==> src/design/bb3_pkg.sv <==
// shared types, constants and the reciprocal table of the box blur block
// no dependencies
`default_nettype none

package bb3_pkg;

	localparam int PIX_BITS          = 24;
	localparam int CH_BITS           = 8;
	localparam int NUM_CH            = 3;
	localparam int COLSUM_BITS       = 10;
	localparam int TOTAL_BITS        = 12;
	localparam int X_BITS            = 13;
	localparam int COUNT_BITS        = 4;
	localparam int RECIP_BITS        = 18;
	localparam int RECIP_SHIFT       = 18;

	localparam int FRAME_WIDTH_BITS  = 11;
	localparam int FRAME_HEIGHT_BITS = 13;
	localparam int CFG_DATA_BITS     = 13;
	localparam int CFG_INDEX_BITS    = 1;

	localparam logic [CFG_INDEX_BITS-1:0] REG_FRAME_WIDTH  = 1'd0;
	localparam logic [CFG_INDEX_BITS-1:0] REG_FRAME_HEIGHT = 1'd1;

	localparam logic [FRAME_WIDTH_BITS-1:0]  FRAME_WIDTH_RESET  = 11'd640;
	localparam logic [FRAME_HEIGHT_BITS-1:0] FRAME_HEIGHT_RESET = 13'd480;

	typedef logic [COLSUM_BITS-1:0] colsum_t;

	typedef struct packed {
		logic                  wr_en;
		logic [1:0]            wr_bank;
		logic                  rd_en;
		logic                  clear;
		logic                  shift;
		logic                  col_valid;
		logic                  use_up;
		logic                  use_down;
		logic [1:0]            row_bank;
		logic                  sum_en;
		logic [COUNT_BITS-1:0] n;
		logic                  div_en;
		logic                  load_out;
		logic                  frame_end;
	} cmd_t;

	// ceil(2^18 / (2n)) for the neighbour counts that can occur
	function automatic logic [RECIP_BITS-1:0] recip(input logic [COUNT_BITS-1:0] n);
		logic [RECIP_BITS-1:0] m;
		case (n)
			4'd1:    m = 18'd131072;
			4'd2:    m = 18'd65536;
			4'd3:    m = 18'd43691;
			4'd4:    m = 18'd32768;
			4'd6:    m = 18'd21846;
			4'd9:    m = 18'd14564;
			default: m = '0;
		endcase
		return m;
	endfunction

endpackage

`default_nettype wire

==> src/design/bb3_ctrl.sv <==
// controller: frame registers, position counters and the result sequencer
// depends on bb3_pkg
`default_nettype none

module bb3_ctrl #(
	parameter int MAX_WIDTH  = 1024,
	parameter int MAX_HEIGHT = 4096
) (
	input  wire logic                                clk,
	input  wire logic                                arst_n,
	input  wire logic                                cfg_wr_en,
	input  wire logic [bb3_pkg::CFG_INDEX_BITS-1:0]  cfg_index,
	input  wire logic [bb3_pkg::CFG_DATA_BITS-1:0]   cfg_data,
	input  wire logic                                s_tvalid,
	input  wire logic                                s_tuser,
	output logic                                     s_tready,
	input  wire logic                                out_free,
	output bb3_pkg::cmd_t                            cmd,
	output logic      [$clog2(MAX_WIDTH)-1:0]        wr_addr,
	output logic      [$clog2(MAX_WIDTH)-1:0]        rd_addr
);

	import bb3_pkg::*;

	localparam int AW = $clog2(MAX_WIDTH);
	localparam int WW = $clog2(MAX_WIDTH + 1);
	localparam int HW = $clog2(MAX_HEIGHT + 1);
	localparam int PW = $clog2(MAX_WIDTH + 2);

	localparam logic [2:0] ST_IDLE = 3'd0;
	localparam logic [2:0] ST_RD_A = 3'd1;
	localparam logic [2:0] ST_RD_B = 3'd2;
	localparam logic [2:0] ST_RD_C = 3'd3;
	localparam logic [2:0] ST_SUM  = 3'd4;
	localparam logic [2:0] ST_DIV  = 3'd5;
	localparam logic [2:0] ST_OUT  = 3'd6;

	logic [2:0]                   state_q;
	logic [FRAME_WIDTH_BITS-1:0]  frame_width_q;
	logic [FRAME_HEIGHT_BITS-1:0] frame_height_q;
	logic [AW-1:0]                in_col_q;
	logic [HW-1:0]                in_row_q;
	logic [AW-1:0]                out_col_q;
	logic [HW-1:0]                out_row_q;
	logic [PW-1:0]                pending_q;

	logic [WW-1:0] w_eff;
	logic [HW-1:0] h_eff;
	logic [WW-1:0] in_col_next, out_col_next;
	logic [HW-1:0] out_row_next;
	logic          cfg_hit, accept, in_done, take_px, take_drain, emit_px;
	logic          row_start, left_ok, right_ok, up_ok, down_ok, w_gt1, done_out;
	logic [1:0]    nr, nc;

	// clamp the frame size into the supported range
	always_comb begin
		if (frame_width_q == '0) begin
			w_eff = WW'(1);
		end else if (32'(frame_width_q) > MAX_WIDTH) begin
			w_eff = WW'(MAX_WIDTH);
		end else begin
			w_eff = WW'(frame_width_q);
		end
		if (frame_height_q == '0) begin
			h_eff = HW'(1);
		end else if (32'(frame_height_q) > MAX_HEIGHT) begin
			h_eff = HW'(MAX_HEIGHT);
		end else begin
			h_eff = HW'(frame_height_q);
		end
	end

	always_comb begin
		cfg_hit      = cfg_wr_en && (cfg_index inside {REG_FRAME_WIDTH, REG_FRAME_HEIGHT});
		s_tready     = (state_q == ST_IDLE);
		accept       = s_tvalid && s_tready;
		in_done      = (in_row_q >= h_eff);
		take_px      = accept && !s_tuser && !in_done;
		take_drain   = accept && s_tuser && in_done;
		emit_px      = (pending_q >= PW'(w_eff) + PW'(1));
		in_col_next  = WW'(in_col_q) + WW'(1);
		out_col_next = WW'(out_col_q) + WW'(1);
		out_row_next = out_row_q + HW'(1);
		row_start    = (out_col_q == '0);
		left_ok      = !row_start;
		right_ok     = (out_col_next < w_eff);
		up_ok        = (out_row_q != '0);
		down_ok      = (out_row_next < h_eff);
		w_gt1        = (w_eff > WW'(1));
		done_out     = (state_q == ST_OUT) && out_free;
		nr           = 2'd1 + 2'(up_ok) + 2'(down_ok);
		nc           = 2'd1 + 2'(left_ok) + 2'(right_ok);
	end

	always_comb begin
		cmd           = '0;
		cmd.wr_en     = take_px;
		cmd.wr_bank   = 2'(in_row_q);
		cmd.use_up    = up_ok;
		cmd.use_down  = down_ok;
		cmd.row_bank  = 2'(out_row_q);
		cmd.n         = COUNT_BITS'(nr) * COUNT_BITS'(nc);
		cmd.frame_end = (out_col_next == w_eff) && (out_row_next == h_eff);
		rd_addr       = '0;
		case (state_q)
			ST_RD_A: begin
				cmd.rd_en = 1'b1;
				cmd.clear = row_start;
				if (!row_start && right_ok) begin
					rd_addr = AW'(out_col_next);
				end
			end
			ST_RD_B: begin
				cmd.shift     = 1'b1;
				cmd.col_valid = row_start || right_ok;
				// row start needs the second column as well
				if (row_start) begin
					cmd.rd_en = 1'b1;
					if (w_gt1) begin
						rd_addr = AW'(1);
					end
				end
			end
			ST_RD_C: begin
				cmd.shift     = 1'b1;
				cmd.col_valid = w_gt1;
			end
			ST_SUM:  cmd.sum_en = 1'b1;
			ST_DIV:  cmd.div_en = 1'b1;
			ST_OUT:  cmd.load_out = out_free;
			default: ;
		endcase
	end

	assign wr_addr = in_col_q;

	always_ff @(posedge clk or negedge arst_n) begin
		if (!arst_n) begin
			state_q <= ST_IDLE;
		end else begin
			case (state_q)
				ST_IDLE: begin
					if ((take_px && emit_px) || take_drain) begin
						state_q <= ST_RD_A;
					end
				end
				ST_RD_A: state_q <= ST_RD_B;
				ST_RD_B: state_q <= row_start ? ST_RD_C : ST_SUM;
				ST_RD_C: state_q <= ST_SUM;
				ST_SUM:  state_q <= ST_DIV;
				ST_DIV:  state_q <= ST_OUT;
				ST_OUT: begin
					if (out_free) begin
						state_q <= ST_IDLE;
					end
				end
				default: state_q <= ST_IDLE;
			endcase
		end
	end

	always_ff @(posedge clk or negedge arst_n) begin
		if (!arst_n) begin
			frame_width_q  <= FRAME_WIDTH_RESET;
			frame_height_q <= FRAME_HEIGHT_RESET;
		end else if (cfg_wr_en) begin
			case (cfg_index)
				REG_FRAME_WIDTH:  frame_width_q <= cfg_data[FRAME_WIDTH_BITS-1:0];
				REG_FRAME_HEIGHT: frame_height_q <= cfg_data[FRAME_HEIGHT_BITS-1:0];
				default: ;
			endcase
		end
	end

	// a register write or the last result restarts the frame
	always_ff @(posedge clk or negedge arst_n) begin
		if (!arst_n) begin
			in_col_q  <= '0;
			in_row_q  <= '0;
			out_col_q <= '0;
			out_row_q <= '0;
			pending_q <= '0;
		end else if (cfg_hit) begin
			in_col_q  <= '0;
			in_row_q  <= '0;
			out_col_q <= '0;
			out_row_q <= '0;
			pending_q <= '0;
		end else begin
			if (take_px) begin
				if (in_col_next >= w_eff) begin
					in_col_q <= '0;
					in_row_q <= in_row_q + HW'(1);
				end else begin
					in_col_q <= AW'(in_col_next);
				end
				if (!emit_px) begin
					pending_q <= pending_q + PW'(1);
				end
			end
			if (take_drain) begin
				pending_q <= pending_q - PW'(1);
			end
			if (done_out) begin
				if (out_col_next >= w_eff) begin
					out_col_q <= '0;
					if (out_row_next >= h_eff) begin
						in_col_q  <= '0;
						in_row_q  <= '0;
						out_row_q <= '0;
						pending_q <= '0;
					end else begin
						out_row_q <= out_row_next;
					end
				end else begin
					out_col_q <= AW'(out_col_next);
				end
			end
		end
	end

endmodule

`default_nettype wire

==> config.mk <==
export PLATFORM = sky130hd
export DESIGN_NAME = bb3_ctrl
export DESIGN_NICKNAME = d
export VERILOG_FILES = /design/src/design/bb3_pkg.sv /design/src/design/bb3_ctrl.sv
export SDC_FILE = /design/constraint.sdc
export NUM_CORES = 1
export LEC_CHECK = 0
export ABC_CLOCK_PERIOD_IN_PS = 12500
export BUFFER_PORTS_ARGS = -buffer_cell sky130_fd_sc_hd__buf_2
export CAP_MARGIN = 30
export CORE_MARGIN = 2
export CORE_UTILIZATION = 64
export DETAILED_ROUTE_END_ITERATION = 8
export GPL_ROUTABILITY_DRIVEN = 1
export PLACE_DENSITY = 0.95
export SLEW_MARGIN = 20
export SYNTH_ARGS = -nofsm -noshare
export SYNTH_HDL_FRONTEND = slang
export SYNTH_SLANG_ARGS = --single-unit
==> constraint.sdc <==
create_clock -name clk -period 12.5 [get_ports clk]
set_clock_uncertainty 0.1 [all_clocks]
set_input_delay 3.75 -clock clk [delete_from_list [all_inputs] [get_ports clk]]
set_output_delay 3.75 -clock clk [all_outputs]
set_load 0.02 [all_outputs]
== After elaboration in Yosys (flattened, before gate mapping) ==
Index checks and enable logic that the tools add are counted.

* Bits in writable memories: 0
* Memories: 0
* Output and inout bits: 40
* Bits in latches: 0
* Memory bits (read-only): 0
* Word-level logic and storage cells: 111
* Bits in registers: 84

* Shifts and indexed selects: 0
* Equality and inequality tests: 10
* Bitwise logic cells: 1
* Muxes and demuxes: 45
* Order comparisons: 10
* Add/subtract/negate cells: 11
* Multiply operators: 1
* Reductions and logical operators: 25
* Divide/modulo/power cells: 0

{| class="wikitable"
|+ Operator list
! cell !! count
|-
| 2-to-1 mux 13 bit || 12
|-
| 2-to-1 mux 10 bit || 11
|-
| 2-to-1 mux 11 bit || 9
|-
| >= comparator 11 bit || 3
|-
| adder 13 x 1 -> 13 bit, second input constant || 2
|-
| >= comparator 13 bit || 2
|-
| adder 10 x 1 -> 11 bit, second input constant || 2
|-
| adder 11 x 1 -> 11 bit, second input constant || 2
|-
| case mux 3 bit (7 select lines) || 1
|-
| case mux 10 bit (2 select lines) || 1
|-
| == test 13 bit || 1
|-
| > comparator 13 bit, second input constant || 1
|-
| zero test 13 bit || 1
|-
| < comparator 13 bit || 1
|-
| nonzero test 13 bit || 1
|-
| == test 11 bit || 1
|-
| > comparator 11 x 1 -> 1 bit, second input constant || 1
|-
| > comparator 11 bit, second input constant || 1
|-
| zero test 11 bit || 1
|-
| < comparator 11 bit || 1
|-
| subtractor 11 x 1 -> 11 bit, second input constant || 1
|-
| zero test 10 bit || 1
|-
| == test 3 bit, second input constant || 3
|-
| logical AND 1 bit || 9
|-
| 17 further kinds || 34
|}

== Longest topological paths before layout ==
* Word-level depth: 12
* Gate-level depth with buffers: 17
* Mapped depth without buffers: 16

== Least setup slack after synthesis ==
No wires, ideal clock.

* Path type: input port to output port
* Start: in s_tuser
* End: out cmd[18] in the netlist's numbering
* Data required time: 8.650 ns
* Stages on the path: 6
* Arrival: 4.768 ns
* Slack: 3.882 ns
* Cell sequence: nand3b_4 > or3_1 > buf_2 > clkbuf_1 > inv_1 > buf_4

* Word-level cells in the longest chain between the ends: 3

{| class="wikitable"
|+ RTL lines
! what !! line !! text
|-
| start, declared || bb3_ctrl.sv:15 || <nowiki>input wire logic s_tuser,</nowiki>
|-
| zero test 1 bit || bb3_ctrl.sv:78 || <nowiki>take_px = accept && !s_tuser && !in_done;</nowiki>
|-
| logical AND 1 bit (2 in a row) || bb3_ctrl.sv:78 ||
|-
| end, declared || bb3_ctrl.sv:18 || <nowiki>output bb3_pkg::cmd_t cmd,</nowiki>
|}

No other way between the ends.

==> qor.yml <==
run_status:
  status: "finished, final reports clean"
cells_and_area:
  diodes: 0
  fill_cells: 745
  drive_gt1_share_pct: 15.9
  area_delta_synth_final_pct: 7.50
  final_common_cell: "dfrtp_1"
  final_core_util_pct: 70.1
  final_cell_mix: "dfrtp_1 (78), nand2_1 (76), ha_1 (75), buf_2 (58), a21oi_1 (46)"
  fin_nets: 878
setup_path:
  crit_chain: "buf_2 -> nand3b_4 -> or3_1 -> inv_1 -> buf_2"
  r2r_start: "out_col_q[0]"
  critical-path-slowest-cell: "or3_1"
  cp-startpoint: "s_tuser"
  critPathRequiredTime_ns: 8.65
  worst_setup_path_end_kind: "output pin"
  crit_top_cell: "buf_2"
  rrSetupSlack_ns: 8.44
  critPathTopFamily: "simple AND/OR/NAND/NOR gates"
  cp.buffers_inverters: 3
  worstPathMaxFanout: 27
  crit_path_max_incr_delay_ns: 0.72
  start_kind: "input port"
  arrival_ns: 5.09
  worstSetupPathType: "in2out"
routing:
  ant_nets: 0
  via_per_inst: 6.66
  vias: 6151
  wl_mm: 17.6
  first_iter_violations: 480
  drcViolationCount: 0
  firstDrtPassIters: 5
  post_drt_wl_per_cell_um: 19.1
job:
  cap_violations: 0
pwr:
  leakagePower_nw: 3.31
  peakVddDrop_v: 0.0000696
  p_per_area_nw_per_um2: 116
die:
  initial_core_util_pct: 65.2
  dieArea_um2: 11200
  chipHeight_um: 106
  core-area_um2: 10200
  rows: 37
  die_w_um: 106
  pin_count: 60
synth:
  syn_avg_cell_area_um2: 8.85
  syn_nets: 846
  synth_top_family_by_area: "simple AND/OR/NAND/NOR gates"
  synth_xor_xnor_area_share_pct: 4.22
  syn-instance-count: 751
  synth_fa_ha_area_share_pct: 14.1
  synth_warnings: 0
  netlist_area_um2: 6640
  synth_mux_area_share_pct: 5.56
  synth_compound_area_share_pct: 17.3
  synth_edf_count: 0
  ys_ff_latch: 84
  synth_cell_types: 67
  synth_ff_type: "dfrtp_1"
  async_flop_share_pct: 100
  synth-simple-area-share_pct: 21.9
  ys_seq_area_share_pct: 31.8
clock_network:
  cts_tree: "yes"
  clock-sinks: 84
  cts_setup_buffers: 0
  clock_latency_ns: 0.39
  clk_pin_slew_ns: 0.09
  root_buffer: "clkbuf_8"
  cts_resized: 0
  cts.hold.buffers_added: 0
  clockBufferDepth: 2
  htree_levels: 3
  cts_buffers: 9
global_routing:
  grt_usage_pct: 32.8
  overflow: 0
  grt_pass1_vias: 6138
  grt_pass1_wl_mm: 29.4
  antenna_found_initial: 0
  grt_max_degree: 46
sta:
  final-hold-violation-count: 0
  finalSetupViolCount: 0
  worst_pin_slew_ns: 0.960
  max_freq_ghz: 0.112
  whs_ns: 0.449
  tns_ns: 0
  slew_viol_final: 0
  rsz0062_at_grt: "false"
  slew_headroom_pct: 35.9
  layout_min_cycle_time_ns: 8.94
  min_period_over_period_pct: 71.5
placed_design:
  dp_hpwl_mm: 13.1
  finalWeightedCongestion: 0.948
  portBuffers: 59
min_path:
  worstHoldPathType: "reg2reg"
  hold_start: "frame_height_q[4]"
-- final timing paths --
| path | endpoint | cells past startpoint |
|---|---|---|
| max in group asynchronous | wr_addr[8] | 2 |
| max | cmd[18] | 5 |
| min in group asynchronous | out_row_q[0] | 1 |
| max reg2reg | wr_addr[2] | 13 |
| min | frame_height_q[4] | 1 |
| min reg2reg | frame_height_q[4] | 1 |
-- registers in the layout, indices dropped and copies added (netlist names) --
| register | flops |
|---|---|
| out_col_q | 10 |
| out_row_q | 13 |
| frame_width_q | 11 |
| in_row_q | 13 |
| wr_addr | 10 |
| frame_height_q | 13 |
| pending_q | 11 |
| state_q | 3 |
-- per-stage QoR --
| stage | instances | cell area, um2 | total power [W] | worst slack (ns) |
|---|---|---|---|---|
| 2_1_floorplan | 751 | 6640 | 0.000550 | 3.88 |
| 3_3_place_gp | 908 | 6950 | 0.000609 | 3.59 |
| 3_5_place_dp | 908 | 6950 | 0.000631 | 3.57 |
| 4_1_cts | 924 | 7130 | 0.000820 | 3.57 |
| 5_1_grt | 924 | 7140 | 0.000873 | 3.48 |
| 6_report | 924 | 7140 | 0.000827 | 3.56 |
-- power by group --
part / internal (W) / total [W] / leakage, nW / switching (W)
logic: 0.000109 / 0.000292 / 2.11 / 0.000182
registers: 0.000299 / 0.000344 / 1.10 / 0.0000447
clock network: 0.0000834 / 0.000192 / 0.0957 / 0.000108
total: 0.000492 / 0.000827 / 3.31 / 0.000335
-- cell usage after synthesis (7+ instances only) --
cell / instances / area (um2)
a21oi_1: 46 / 230
a32o_1: 9 / 90.1
and3_1: 17 / 106
buf_2: 10 / 50.1
buf_4: 9 / 67.6
clkbuf_1: 20 / 75.1
dfrtp_1: 78 / 1950
ha_1: 75 / 938
inv_1: 33 / 124
mux2_2: 23 / 259
mux2i_1: 11 / 110
nand2_1: 76 / 285
nand2b_1: 9 / 56.3
nand3_1: 42 / 210
nand4_1: 15 / 93.8
nor2_1: 38 / 143
nor2b_1: 14 / 87.6
nor3_1: 9 / 45.0
nor4_1: 15 / 93.8
o21a_1: 9 / 67.6
o21ai_0: 40 / 200
o31ai_1: 13 / 97.6
or3_1: 7 / 43.8
or4_1: 12 / 90.1
xnor2_1: 19 / 166
xor2_1: 13 / 114
-- cell families after synthesis --
family | count (synthesis)
simple gates | 278
buf+inv | 76
flops | 84
fa+ha+maj | 75
mux | 34
xor+xnor | 32
compound gates | 172
-- worst reg2reg max path, delay by kind of cell, from the launching register on --
family / cells / cell delay [ns]
AO/OA/AOI/OAI: 3 / 0.81
XOR/XNOR: 1 / 0.23
adder cells (fa/ha/maj): 1 / 0.29
buffers and inverters: 2 / 0.34
flip-flops: 1 / 0.50
AND/OR/NAND/NOR: 6 / 1.64
-- area by class of cell --
| cell class | count | area [um2] | area share [%] |
|---|---|---|---|
| clock buffer | 11 | 151 | 2.12 |
| sequential | 84 | 2110 | 29.5 |
| inverter | 34 | 128 | 1.79 |
| clock inverter | 5 | 35.0 | 0.491 |
| timing repair buffer | 63 | 328 | 4.59 |
| multi-input combinational | 591 | 4220 | 59.1 |
| tap | 136 | 170 | 2.38 |
-- layer usage --
metal	vias up	wire length (um)	track usage, %
li1	2836	-	-
met1	2932	7100	41.4
met2	327	8450	53.5
met3	56	1470	6.86
met4	0	591	15.7
met5	-	0	0
Note: power is estimated with default switching activity, not from simulation.
